<file path="config.mk">
export PLATFORM = sky130hd
export DESIGN_NAME = sud_cell
export DESIGN_NICKNAME = d
export VERILOG_FILES = /design/src/hdl/sud_pkg.sv /design/src/hdl/sud_cell.sv
export SDC_FILE = /design/constraint.sdc
export NUM_CORES = 1
export LEC_CHECK = 0
export BUFFER_PORTS_ARGS = -buffer_cell sky130_fd_sc_hd__clkbuf_2
export CAP_MARGIN = 40
export CORE_MARGIN = 5
export CORE_UTILIZATION = 49
export DETAILED_ROUTE_END_ITERATION = 10
export PLACE_DENSITY = 0.84
export RECOVER_POWER = 100
export SETUP_SLACK_MARGIN = 0.05
export SYNTH_ARGS = -nofsm -noshare
export SYNTH_HDL_FRONTEND = slang
export SYNTH_SLANG_ARGS = --single-unit
</file>
<file path="constraint.sdc">
create_clock -name clock -period 8.6 [get_ports clock]
set_clock_uncertainty 0.1 [all_clocks]
set_input_delay 0.86 -clock clock [delete_from_list [all_inputs] [get_ports clock]]
set_output_delay 0.86 -clock clock [all_outputs]
set_load 0.02 [all_outputs]
</file>
<file path="src/hdl/sud_pkg.sv">
// ----------------------------------------------------------------------------
// sud_pkg
// Shared types and constants for the descending sort with duplicate removal.
// ----------------------------------------------------------------------------
package sud_pkg;

   localparam int ValueWidth = 32;
   localparam int CountWidth = 7;
   localparam int TotalWidth = 16;

   localparam logic [TotalWidth-1:0] TotalMax = {TotalWidth{1'b1}};

   typedef logic signed [ValueWidth-1:0] value_type;
   typedef logic [CountWidth-1:0]        count_type;
   typedef logic [TotalWidth-1:0]        total_type;

   // command broadcast to every cell of the chain
   typedef struct packed {
      logic insert;
      logic shift_out;
   } cmd_type;

endpackage

</file>
<file path="src/hdl/sud_cell.sv">
// ----------------------------------------------------------------------------
// sud_cell
// One slot of the sorted chain: holds a value, compares it with the incoming
// word and takes its neighbour's value on insertion or drain.
// ----------------------------------------------------------------------------
module sud_cell (
   input  logic               clock,
   input  logic               reset,
   input  sud_pkg::cmd_type   cmd,
   input  sud_pkg::value_type new_value,
   input  logic               prev_gt,
   input  sud_pkg::value_type prev_value,
   input  logic               prev_valid,
   input  sud_pkg::value_type next_value,
   input  logic               next_valid,
   output sud_pkg::value_type value,
   output logic               valid,
   output logic               gt,
   output logic               eq
);
   import sud_pkg::*;

   value_type value_ff, value_in;
   logic      valid_ff, valid_in;

   assign value = value_ff;
   assign valid = valid_ff;
   assign gt    = valid_ff && (value_ff > new_value);
   assign eq    = valid_ff && (value_ff == new_value);

   always_comb begin
      value_in = value_ff;
      valid_in = valid_ff;
      if (cmd.shift_out) begin
         value_in = next_value;
         valid_in = next_valid;
      end else if (cmd.insert && !gt) begin
         // the first slot not above the new word takes it; later slots move up
         if (prev_gt) begin
            value_in = new_value;
            valid_in = 1'b1;
         end else begin
            value_in = prev_value;
            valid_in = prev_valid;
         end
      end
   end

   always_ff @(posedge clock) begin
      value_ff <= value_in;
      if (reset) begin
         valid_ff <= 1'b0;
      end else begin
         valid_ff <= valid_in;
      end
   end

endmodule

</file>
==> results of run 1 <==
==> path summary, 6_finish.rpt <==
kind | startpoint | endpoint | slack, ps | depth (start not counted)
worst max-delay path | new_value[31] | valid | 3870 | 11
worst min-delay path | valid | valid | 570 | 2
worst max register to register | value[31] | valid | 4170 | 9
worst min register to register | valid | valid | 570 | 2
==> cell usage after synthesis <==
library cell   n  share of area
a2111o_1       1         0.0044
a211oi_1       1         0.0029
a211oi_2       1         0.0049
a21boi_0       1         0.0029
a21o_1         2         0.0058
a21oi_1       15          0.029
a221oi_1       1         0.0034
and3_1         1         0.0024
and4_1         4          0.014
buf_1          3         0.0044
clkbuf_1       8          0.012
dfxtp_1        1         0.0078
edfxtp_1      32           0.37
ha_1          32           0.16
inv_1         33          0.048
mux2_1         1         0.0044
mux2i_1       32           0.12
nand2_1       39          0.057
nand3_1        5         0.0097
nand4_1        5          0.012
nor2_1         7          0.010
nor2b_1        1         0.0024
nor3b_2        1         0.0049
nor4_1         2         0.0049
o21a_1         3         0.0088
o21ai_0       33          0.064
o21ai_1        2         0.0039
o21ai_4        1         0.0063
o2bb2ai_2      1         0.0058
or4_4          1         0.0044
xnor2_1        1         0.0034
==> logic make-up after synthesis <==
kind of cell,count (synthesis),share of synthesized area
xor gates and xnor gates,1,0.003414
muxes,33,0.1292
adders and majority gates,32,0.1560
and+or+nand+nor,66,0.1219
DFF,33,0.3823
AOI/OAI and AO/OA,62,0.1429
buffers and inverters,44,0.06436
==> tightest hold or removal path, stage by stage, from the launching register on <==
cell and delay, ps:
dfxtp_1 380, nor2b_1 140, mux2_1 120
==> through the flow <==
stage / area [um2] / hold slack [ps]
2_1_floorplan: 2566 / 676.3
3_3_place_gp: 3321 / 609.6
3_5_place_dp: 3348 / 613.0
4_1_cts: 3425 / 631.6
5_1_grt: 3324 / 612.3
6_report: 3324 / 568.1
==> final cells by class <==
type                    count  area [um2]
well taps                  70       87.58
flip-flops and latches     33       980.9
multi-input cells         194        1401
fillers                   457        1783
inverters                  33       123.9
clock inverters             1       3.754
clock buffers               6       72.57
repair buffers            140       654.4
==> sequential cells by signal (all words and copies together) (netlist names) <==
signal	flops
valid	1
value	32
==> routing by layer <==
layer / GRT usage / up-vias / routed length (um)
met3: 0.05423 / 9 / 552
met5: 0 / - / 0
met2: 0.3646 / 88 / 3211
met1: 0.2089 / 1047 / 2666
met4: 0.05150 / 0 / 72
li1: - / 1241 / -
==> power groups by stage <==
stage | sequential [mW] | combinational [mW] | clock (mW)
after global routing | 0.214 | 0.174 | 0.118
after detailed placement | 0.215 | 0.164 | 0
after CTS | 0.212 | 0.165 | 0.112
after floorplan | 0.238 | 0.0742 | 0
after global placement | 0.215 | 0.157 | 0
final | 0.212 | 0.155 | 0.108
==> impl_metrics.sql, run 1 <==
INSERT INTO impl_metrics (metric_group, metric, value, unit) VALUES
('status', 'run_status', 'complete, but fails checks', ''),
('status', 'failed_checks', 'capacitance limit, slew limit', ''),
('floorplanning', 'die_height', '82.37', 'um'),
('cts', 'postCtsHoldBufs', '0', ''),
('drt', 'drtIter0Drc', '89', ''),
('timing', 'final-max-slew-violation-count', '34', ''),
('timing', 'finalCritPeriodShare', '0.5499', ''),
('timing', 'final_hold_viol_count', '0', ''),
('critical_path', 'timing.critical_path.required', '8670', 'ps'),
('floorplanning', 'die_area', '6785', 'um2'),
('critical_path', 'critical_path.max_fanout', '33', ''),
('floorplanning', 'core_area', '5107', 'um2'),
('timing', 'setup_slack', '3871', 'ps'),
('timing', 'timing.fmax', '211.4', 'MHz'),
('cts', 'cts_root_buffer', 'clkbuf_8', ''),
('power', 'pwr_density_cell', '143.0', 'nW/um2'),
('timing', 'tns', '0', 'ps'),
('cts', 'cts.sink_count', '33', ''),
('power', 'clock_power_share', '0.228', ''),
('final_layout', 'final_util', '0.6509', ''),
('global_route', 'global_route.usage.total', '0.1933', ''),
('power', 'p_sw_frac', '0.3301', ''),
('power', 'vdd_ir_drop_max', '0.00007870', 'V'),
('timing', 'timing.final.crit_period', '4729', 'ps'),
('cts', 'cts_tree', 'done', ''),
('place', 'count_of_input_and_output_buffers', '137', ''),
('place', 'place.gp.congestion', '0.7592', ''),
('synthesis', 'synth_sequential_area_ratio', '0.3823', ''),
('synthesis', 'synthesis.nets', '406', ''),
('job', 'total_of_max_cap_violations', '1', ''),
('drt', 'detailroute.via_count', '2385', ''),
('critical_path', 'start_kind', 'primary input', ''),
('final_layout', 'area_growth_syn_to_layout', '29.55', '%'),
('critical_path', 'cp_common_cell', 'clkbuf_1', ''),
('global_route', 'antenna_found_initial', '0', ''),
('final_layout', 'finalNetCount', '542', ''),
('cts', 'cts_htree_levels', '2', ''),
('power', 'power_frac_comb', '0.327', ''),
('power', 'power.internal', '0.3184', 'mW'),
('power', 'p_seq_frac', '0.446', ''),
('cts', 'clock_insertion_delay_worst_skew', '280', 'ps'),
('drt', 'routed_wirelength', '6502', 'um'),
('floorplanning', 'starting_density_of_the_core', '0.5024', ''),
('synthesis', 'synth_cell_types', '31', ''),
('hold_path', 'hold_class', 'reg2reg', ''),
('synthesis', 'synthesis.area', '2566', 'um2'),
('timing', 'max_slew_margin', '-0.2499', ''),
('cts', 'postCtsSetupRepairBufs', '0', ''),
('global_route', 'maximum_number_of_pins_on_one_net_before_global_route_repair', '70', ''),
('drt', 'first_pass_iters', '4', ''),
('place', 'detailedPlace.worstSlack', '4770', 'ps'),
('critical_path', 'critPathTopFamily', 'buffers and inverters', ''),
('floorplanning', 'die_width', '82.37', 'um'),
('timing', 'report.final.setup_viol', '0', ''),
('critical_path', 'worstSetupPathType', 'in2reg', ''),
('power', 'net-switching-power', '0.1569', 'mW'),
('critical_path', 'critPathMaxStageDelay', '1370', 'ps'),
('cts', 'cts.clk_slew.worst_paths', '70', 'ps'),
('drt', 'route.antenna.remaining_nets', '0', ''),
('place', 'dp.cells', '470', ''),
('final_layout', 'share_of_final_layout_standard_cells_stronger_than_drive_strength_1', '0.2629', ''),
('final_layout', 'antenna_cells_inserted', '0', ''),
('cts', 'max-clock-path-buffers', '2', ''),
('critical_path', 'critical_path.cell_chain', 'clkbuf_1, inv_1, ha_1, nand4_1, or4_1, o21ai_0, nor3b_1, o2bb2ai_1, a211oi_4, clkbuf_1, mux2_1', ''),
('timing', 'worst_pin_slew', '1875', 'ps'),
('critical_path', 'type_of_destination_of_the_critical_path', 'flop', ''),
('final_layout', 'layout_commonest_cell', 'clkbuf_2', ''),
('global_route', 'grt_first_pass_wirelength', '10290', 'um'),
('timing', 'unrepaired_setup_endpoints_after_global_routing', 'false', ''),
('cts', 'cts_made_buffers', '5', ''),
('critical_path', 'crit_path_top_delay_cell', 'clkbuf_1', '');
Power figures use the tool's default switching activity.
==> run 2, diff against run 1 <==
- CORE_UTILIZATION: 49 -> 41
- PLACE_DENSITY: 0.84 -> 0.75
- clock period: 8.6 -> 4.3 ns (I/O delays scaled with it)
==> impl_metrics.sql, run 2 (same netlist as run 1, synthesis figures left out) <==
INSERT INTO impl_metrics (metric_group, metric, value, unit) VALUES
('status', 'run_status', 'finished clean', ''),
('drt', 'routed_via_density', '4.860', ''),
('cts', 'cts_root_buffer', 'clkbuf_8', ''),
('floorplanning', 'starting_density_of_the_core', '0.4284', ''),
('timing', 'worst_pin_slew', '1275', 'ps'),
('cts', 'cts_htree_levels', '2', ''),
('final_layout', 'final_cell_count_no_fill', '484', ''),
('place', 'place.gp.congestion', '0.7876', ''),
('floorplanning', 'core_area', '5991', 'um2'),
('critical_path', 'timing.critical_path.required', '4110', 'ps'),
('hold_path', 'worstHoldStart', 'next_value[19]', ''),
('power', 'cellLeakagePower', '1.721', 'nW'),
('global_route', 'grt_first_pass_wirelength', '10140', 'um'),
('critical_path', 'critPathMaxStageDelay', '710', 'ps'),
('cts', 'clock_insertion_delay_worst_skew', '280', 'ps'),
('critical_path', 'worst_r2r_path_depth', '8', ''),
('timing', 'unrepaired_setup_endpoints_after_global_routing', 'false', ''),
('hold_path', 'whs_path_depth', '3', ''),
('critical_path', 'critPathTopFamily', 'simple AND/OR/NAND/NOR gates', ''),
('place', 'dpl.hpwl', '5459', 'um'),
('place', 'dp.cells', '476', ''),
('hold_path', 'hold_end', 'value[19]', ''),
('cts', 'max-clock-path-buffers', '2', ''),
('timing', 'timing.final.crit_period', '3522', 'ps'),
('final_layout', 'share_of_final_layout_standard_cells_stronger_than_drive_strength_1', '0.2763', ''),
('timing', 'final_hold_viol_count', '0', ''),
('cts', 'cts.clk_slew.worst_paths', '70', 'ps'),
('critical_path', 'critPathArrivalTime', '3330', 'ps'),
('final_layout', 'antenna_cells_inserted', '0', ''),
('final_layout', 'layout.cells.most_common_list', 'clkbuf_2, nand2_1, clkbuf_1', ''),
('drt', 'routed_wirelength', '6514', 'um'),
('final_layout', 'largest_register_ff_count', '32', ''),
('timing', 'report.final.setup_viol', '0', ''),
('power', 'vdd_ir_drop_max', '0.0001563', 'V'),
('final_layout', 'final_design_area_no_fill', '3352', 'um2'),
('floorplanning', 'fp-row-count', '28', ''),
('cts', 'cts_tree', 'done', ''),
('job', 'total_of_max_cap_violations', '0', ''),
('critical_path', 'critical_path.max_fanout', '16', ''),
('critical_path', 'worstReg2RegEnd', 'value[30]', ''),
('critical_path', 'worstReg2RegStart', 'value[31]', ''),
('power', 'pwr_density_cell', '285.5', 'nW/um2'),
('global_route', 'antenna_found_initial', '0', ''),
('global_route', 'global_route.usage.total', '0.1628', ''),
('place', 'detailed_place.area', '3362', 'um2'),
('cts', 'postCtsResizedCells', '0', ''),
('timing', 'worst_hold_slack', '330.3', 'ps'),
('final_layout', 'area_growth_syn_to_layout', '30.62', '%'),
('global_route', 'residual_overflow_from_global_routing', '0', ''),
('hold_path', 'hold_class', 'in2reg', ''),
('drt', 'drtIter0Drc', '95', ''),
('drt', 'route.antenna.remaining_nets', '0', ''),
('cts', 'postCtsHoldBufs', '0', ''),
('drt', 'detailroute.via_count', '2352', ''),
('global_route', 'maximum_number_of_pins_on_one_net_before_global_route_repair', '70', ''),
('drt', 'drc', '0', ''),
('critical_path', 'crit_path_top_delay_cell', 'clkbuf_1', ''),
('critical_path', 'type_of_destination_of_the_critical_path', 'flop', ''),
('timing', 'tns', '0', 'ps'),
('final_layout', 'final_util', '0.5595', ''),
('critical_path', 'start_kind', 'flop', ''),
('cts', 'cts_made_buffers', '5', ''),
('final_layout', 'finalNetCount', '543', ''),
('timing', 'finalCritPeriodShare', '0.8190', ''),
('critical_path', 'critical_path_buf_inv_count', '1', ''),
('drt', 'first_pass_iters', '4', ''),
('final_layout', 'layout_commonest_cell', 'clkbuf_2', ''),
('timing', 'timing.fmax', '284.0', 'MHz'),
('drt', 'wl_per_cell', '13.46', 'um'),
('floorplanning', 'die_area', '7941', 'um2'),
('floorplanning', 'die_width', '89.12', 'um'),
('floorplanning', 'die_height', '89.12', 'um'),
('global_route', 'grt_pass1_vias', '2360', ''),
('critical_path', 'critical_path.cell_chain', 'ha_1, nand4_1, or4_1, o21ai_4, nor3b_1, o2bb2ai_2, a211oi_1, clkbuf_1', ''),
('critical_path', 'setup.reg_to_reg.worst_slack', '780', 'ps'),
('floorplanning', 'floorplan.io_pins', '138', ''),
('place', 'count_of_input_and_output_buffers', '137', ''),
('cts', 'postCtsSetupRepairBufs', '0', ''),
('critical_path', 'worstSetupPathType', 'reg2reg', ''),
('timing', 'final-max-slew-violation-count', '0', ''),
('cts', 'cts.sink_count', '33', ''),
('timing', 'max_slew_margin', '0.1498', '');
[run 2: cell count changes in the layout (fill, tap and decap cells not counted), sizes merged]
cell,before,now
clkinv,1,2
buf,1,2
[run 2: final cells by class]
class / instances / area, um2
flip-flops and latches: 33 / 980.9
well taps: 75 / 93.84
repair buffers: 141 / 664.4
fillers: 574 / 2639
clock inverters: 2 / 10.01
clock buffers: 6 / 72.57
multi-input cells: 194 / 1406
inverters: 33 / 123.9
[run 2: worst min-delay path, cell delays in order]
cell	delay [ps]
clkbuf_2	80
nand2_1	40
o21ai_0	60
[run 2: metrics by stage]
stage	power (mW)	setup slack, ps
floorplan	0.6249	291.5
global placement	0.7464	1126
detailed placement	0.7600	1027
CTS	0.9860	1164
global route	1.028	509.9
finish	0.9569	778.3
[run 2: where the power goes]
group	internal, mW	switching (mW)
sequential	0.402	0.0222
clock	0.112	0.111
combinational	0.126	0.183
total	0.640	0.317
[run 2: worst max-delay path by stage]
| stage | cells after the start | slack, ps | startpoint | endpoint |
|---|---|---|---|---|
| 2_1_floorplan | 8 | 290 | value[31] | valid |
| 3_3_place_gp | 11 | 1130 | new_value[31] | valid |
| 3_5_place_dp | 11 | 1030 | new_value[31] | valid |
| 4_1_cts | 9 | 1160 | value[31] | valid |
| 5_1_grt | 8 | 510 | value[31] | value[30] |
| 6_report | 8 | 780 | value[31] | value[30] |
[run 2: routing by layer]
metal  vias to the layer above  global-route usage  part of all wire
li1                       1244                   -                 -
met1                      1017              0.1893              0.40
met2                        85              0.2967              0.49
met3                         6             0.03963             0.093
met4                         0             0.04465            0.0078
met5                         -                   0                 0
==> run 3, diff against run 2 <==
- clock period: 4.3 -> 3.19 ns (I/O delays scaled with it)
==> impl_metrics.sql, run 3 (same netlist as run 1, synthesis figures left out) <==
INSERT INTO impl_metrics (metric_group, metric, value, unit) VALUES
('status', 'run_status', 'finished clean', ''),
('place', 'detailed_place.area', '3426', 'um2'),
('critical_path', 'start_kind', 'flop', ''),
('place', 'dpl.hpwl', '5729', 'um'),
('critical_path', 'critical_path.max_fanout', '19', ''),
('power', 'power.total', '1.308', 'mW'),
('critical_path', 'critPathArrivalTime', '2870', 'ps'),
('final_layout', 'final_cell_count_no_fill', '485', ''),
('drt', 'drtIter0Drc', '59', ''),
('final_layout', 'share_of_final_layout_standard_cells_stronger_than_drive_strength_1', '0.2878', ''),
('timing', 'final_hold_viol_count', '0', ''),
('cts', 'cts_root_buffer', 'clkbuf_8', ''),
('drt', 'wl_met1', '2675', 'um'),
('timing', 'timing.final.crit_period', '3005', 'ps'),
('global_route', 'antenna_found_initial', '0', ''),
('critical_path', 'setup.reg_to_reg.worst_slack', '190', 'ps'),
('critical_path', 'critical_path.startpoint', 'value[25]', ''),
('timing', 'finalCritPeriodShare', '0.9420', ''),
('hold_path', 'hold_class', 'in2reg', ''),
('timing', 'worst_hold_slack', '216.5', 'ps'),
('critical_path', 'crit_path_top_delay_cell', 'or4_1', ''),
('global_route', 'global_route.usage.total', '0.1640', ''),
('floorplanning', 'starting_density_of_the_core', '0.4284', ''),
('timing', 'max_slew_margin', '0.2338', ''),
('job', 'total_of_max_cap_violations', '0', ''),
('cts', 'clock_insertion_delay_worst_skew', '280', 'ps'),
('floorplanning', 'core_area', '5991', 'um2'),
('place', 'count_of_input_and_output_buffers', '137', ''),
('drt', 'drc', '0', ''),
('final_layout', 'final_design_area_no_fill', '3426', 'um2'),
('drt', 'met3WireLength', '655', 'um'),
('cts', 'postCtsHoldBufs', '0', ''),
('critical_path', 'type_of_destination_of_the_critical_path', 'flop', ''),
('final_layout', 'finalNetCount', '544', ''),
('floorplanning', 'die_area', '7941', 'um2'),
('final_layout', 'layout.cells.most_common_list', 'clkbuf_2, nand2_1, clkbuf_1', ''),
('final_layout', 'final_util', '0.5718', ''),
('critical_path', 'critPathMaxStageDelay', '630', 'ps'),
('global_route', 'grt_first_pass_wirelength', '10270', 'um'),
('critical_path', 'worstSetupPathType', 'reg2reg', ''),
('drt', 'routed-wl-met2', '3289', 'um'),
('drt', 'detailroute.via_count', '2406', ''),
('power', 'cellLeakagePower', '1.731', 'nW'),
('timing', 'unrepaired_setup_endpoints_after_global_routing', 'false', ''),
('final_layout', 'layout.filler_cells', '563', ''),
('cts', 'max-clock-path-buffers', '2', ''),
('cts', 'cts.clk_slew.worst_paths', '70', 'ps'),
('critical_path', 'worst_setup_path_endpoint', 'value[13]', ''),
('floorplanning', 'fp-row-count', '28', ''),
('drt', 'routed_wirelength', '6699', 'um'),
('power', 'pwr_density_cell', '381.7', 'nW/um2'),
('final_layout', 'antenna_cells_inserted', '0', ''),
('power', 'vdd_ir_drop_max', '0.0001669', 'V'),
('cts', 'cts_tree', 'done', ''),
('drt', 'first_pass_iters', '4', ''),
('global_route', 'residual_overflow_from_global_routing', '0', ''),
('critical_path', 'critical_path_depth', '8', ''),
('place', 'place.gp.congestion', '0.7653', ''),
('drt', 'routed_via_density', '4.961', ''),
('critical_path', 'worstReg2RegEnd', 'value[13]', ''),
('global_route', 'grt_pass1_vias', '2456', ''),
('timing', 'report.final.setup_viol', '0', ''),
('global_route', 'maximum_number_of_pins_on_one_net_before_global_route_repair', '45', ''),
('cts', 'cts_made_buffers', '5', ''),
('final_layout', 'layout_commonest_cell', 'clkbuf_2', ''),
('final_layout', 'largest_register_ff_count', '32', ''),
('timing', 'final-max-slew-violation-count', '0', ''),
('critical_path', 'timing.critical_path.required', '3050', 'ps'),
('critical_path', 'critical_path.cell_chain', 'ha_1, nand4_1, or4_1, o21ai_4, nor3b_2, o2bb2ai_1, a211oi_4, buf_4', ''),
('timing', 'timing.fmax', '332.8', 'MHz'),
('drt', 'wl_per_cell', '13.81', 'um'),
('critical_path', 'critPathTopFamily', 'simple AND/OR/NAND/NOR gates', ''),
('drt', 'route.antenna.remaining_nets', '0', ''),
('critical_path', 'worst_r2r_path_depth', '8', ''),
('timing', 'worst_pin_slew', '1149', 'ps'),
('critical_path', 'critical_path_buf_inv_count', '1', ''),
('floorplanning', 'die_width', '89.12', 'um'),
('place', 'dp.cells', '477', ''),
('critical_path', 'worstReg2RegStart', 'value[25]', ''),
('final_layout', 'area_growth_syn_to_layout', '33.50', '%'),
('floorplanning', 'die_height', '89.12', 'um'),
('drt', 'highest_layer', 'met4', ''),
('floorplanning', 'floorplan.io_pins', '138', ''),
('cts', 'cts_htree_levels', '2', ''),
('cts', 'cts.sink_count', '33', '');
-- run 3: cell type report --
class | instances | area (um2) | share of cell area
clock buffer | 8 | 80.08 | 0.02337
sequential | 33 | 980.9 | 0.2863
timing repair buffer | 142 | 685.7 | 0.2001
inverter | 33 | 123.9 | 0.03616
tap | 75 | 93.84 | 0.02739
multi-input combinational | 194 | 1461 | 0.4266
-- run 3: worst register-to-register path, cell delays in order, from the launching register on --
cell	delay (ps)
edfxtp_1	400
ha_1	330
nand4_1	180
or4_1	630
o21ai_4	200
nor3b_2	90
o2bb2ai_1	190
a211oi_4	250
buf_4	320
-- run 3: how the worst min path moves through the flow --
stage	startpoint	to	slack, ps	cells past startpoint
2_1_floorplan	next_value[29]	value[29]	410	2
3_3_place_gp	next_value[4]	value[4]	500	3
3_5_place_dp	next_value[1]	value[1]	500	3
4_1_cts	next_value[1]	value[1]	210	3
5_1_grt	next_value[19]	value[19]	220	3
6_report	next_value[22]	value[22]	220	3
-- run 3: metrics by stage --
stage,setup slack (ps),TNS [ps]
2_1_floorplan,-171.3,-2390
5_1_grt,55.03,0
6_report,185.1,0
3_3_place_gp,323.9,0
3_5_place_dp,234.9,0
4_1_cts,132.1,0
-- run 3: timing repair --
item,4_1_cts,5_1_grt
setup buffers,0,0
resized for setup,0,1
setup endpoints to repair,0,1
-- run 3: routing by layer --
metal	GRT usage	up-vias
li1	-	1246
met1	0.1815	1059
met2	0.3061	92
met3	0.04793	9
met4	0.04060	0
met5	0	-
-- run 3: where the power goes --
part	internal [mW]	leakage [nW]	switching, mW	total, mW
combinational	0.182	1.35	0.253	0.435
sequential	0.541	0.338	0.0311	0.572
clock	0.155	0.0395	0.145	0.300
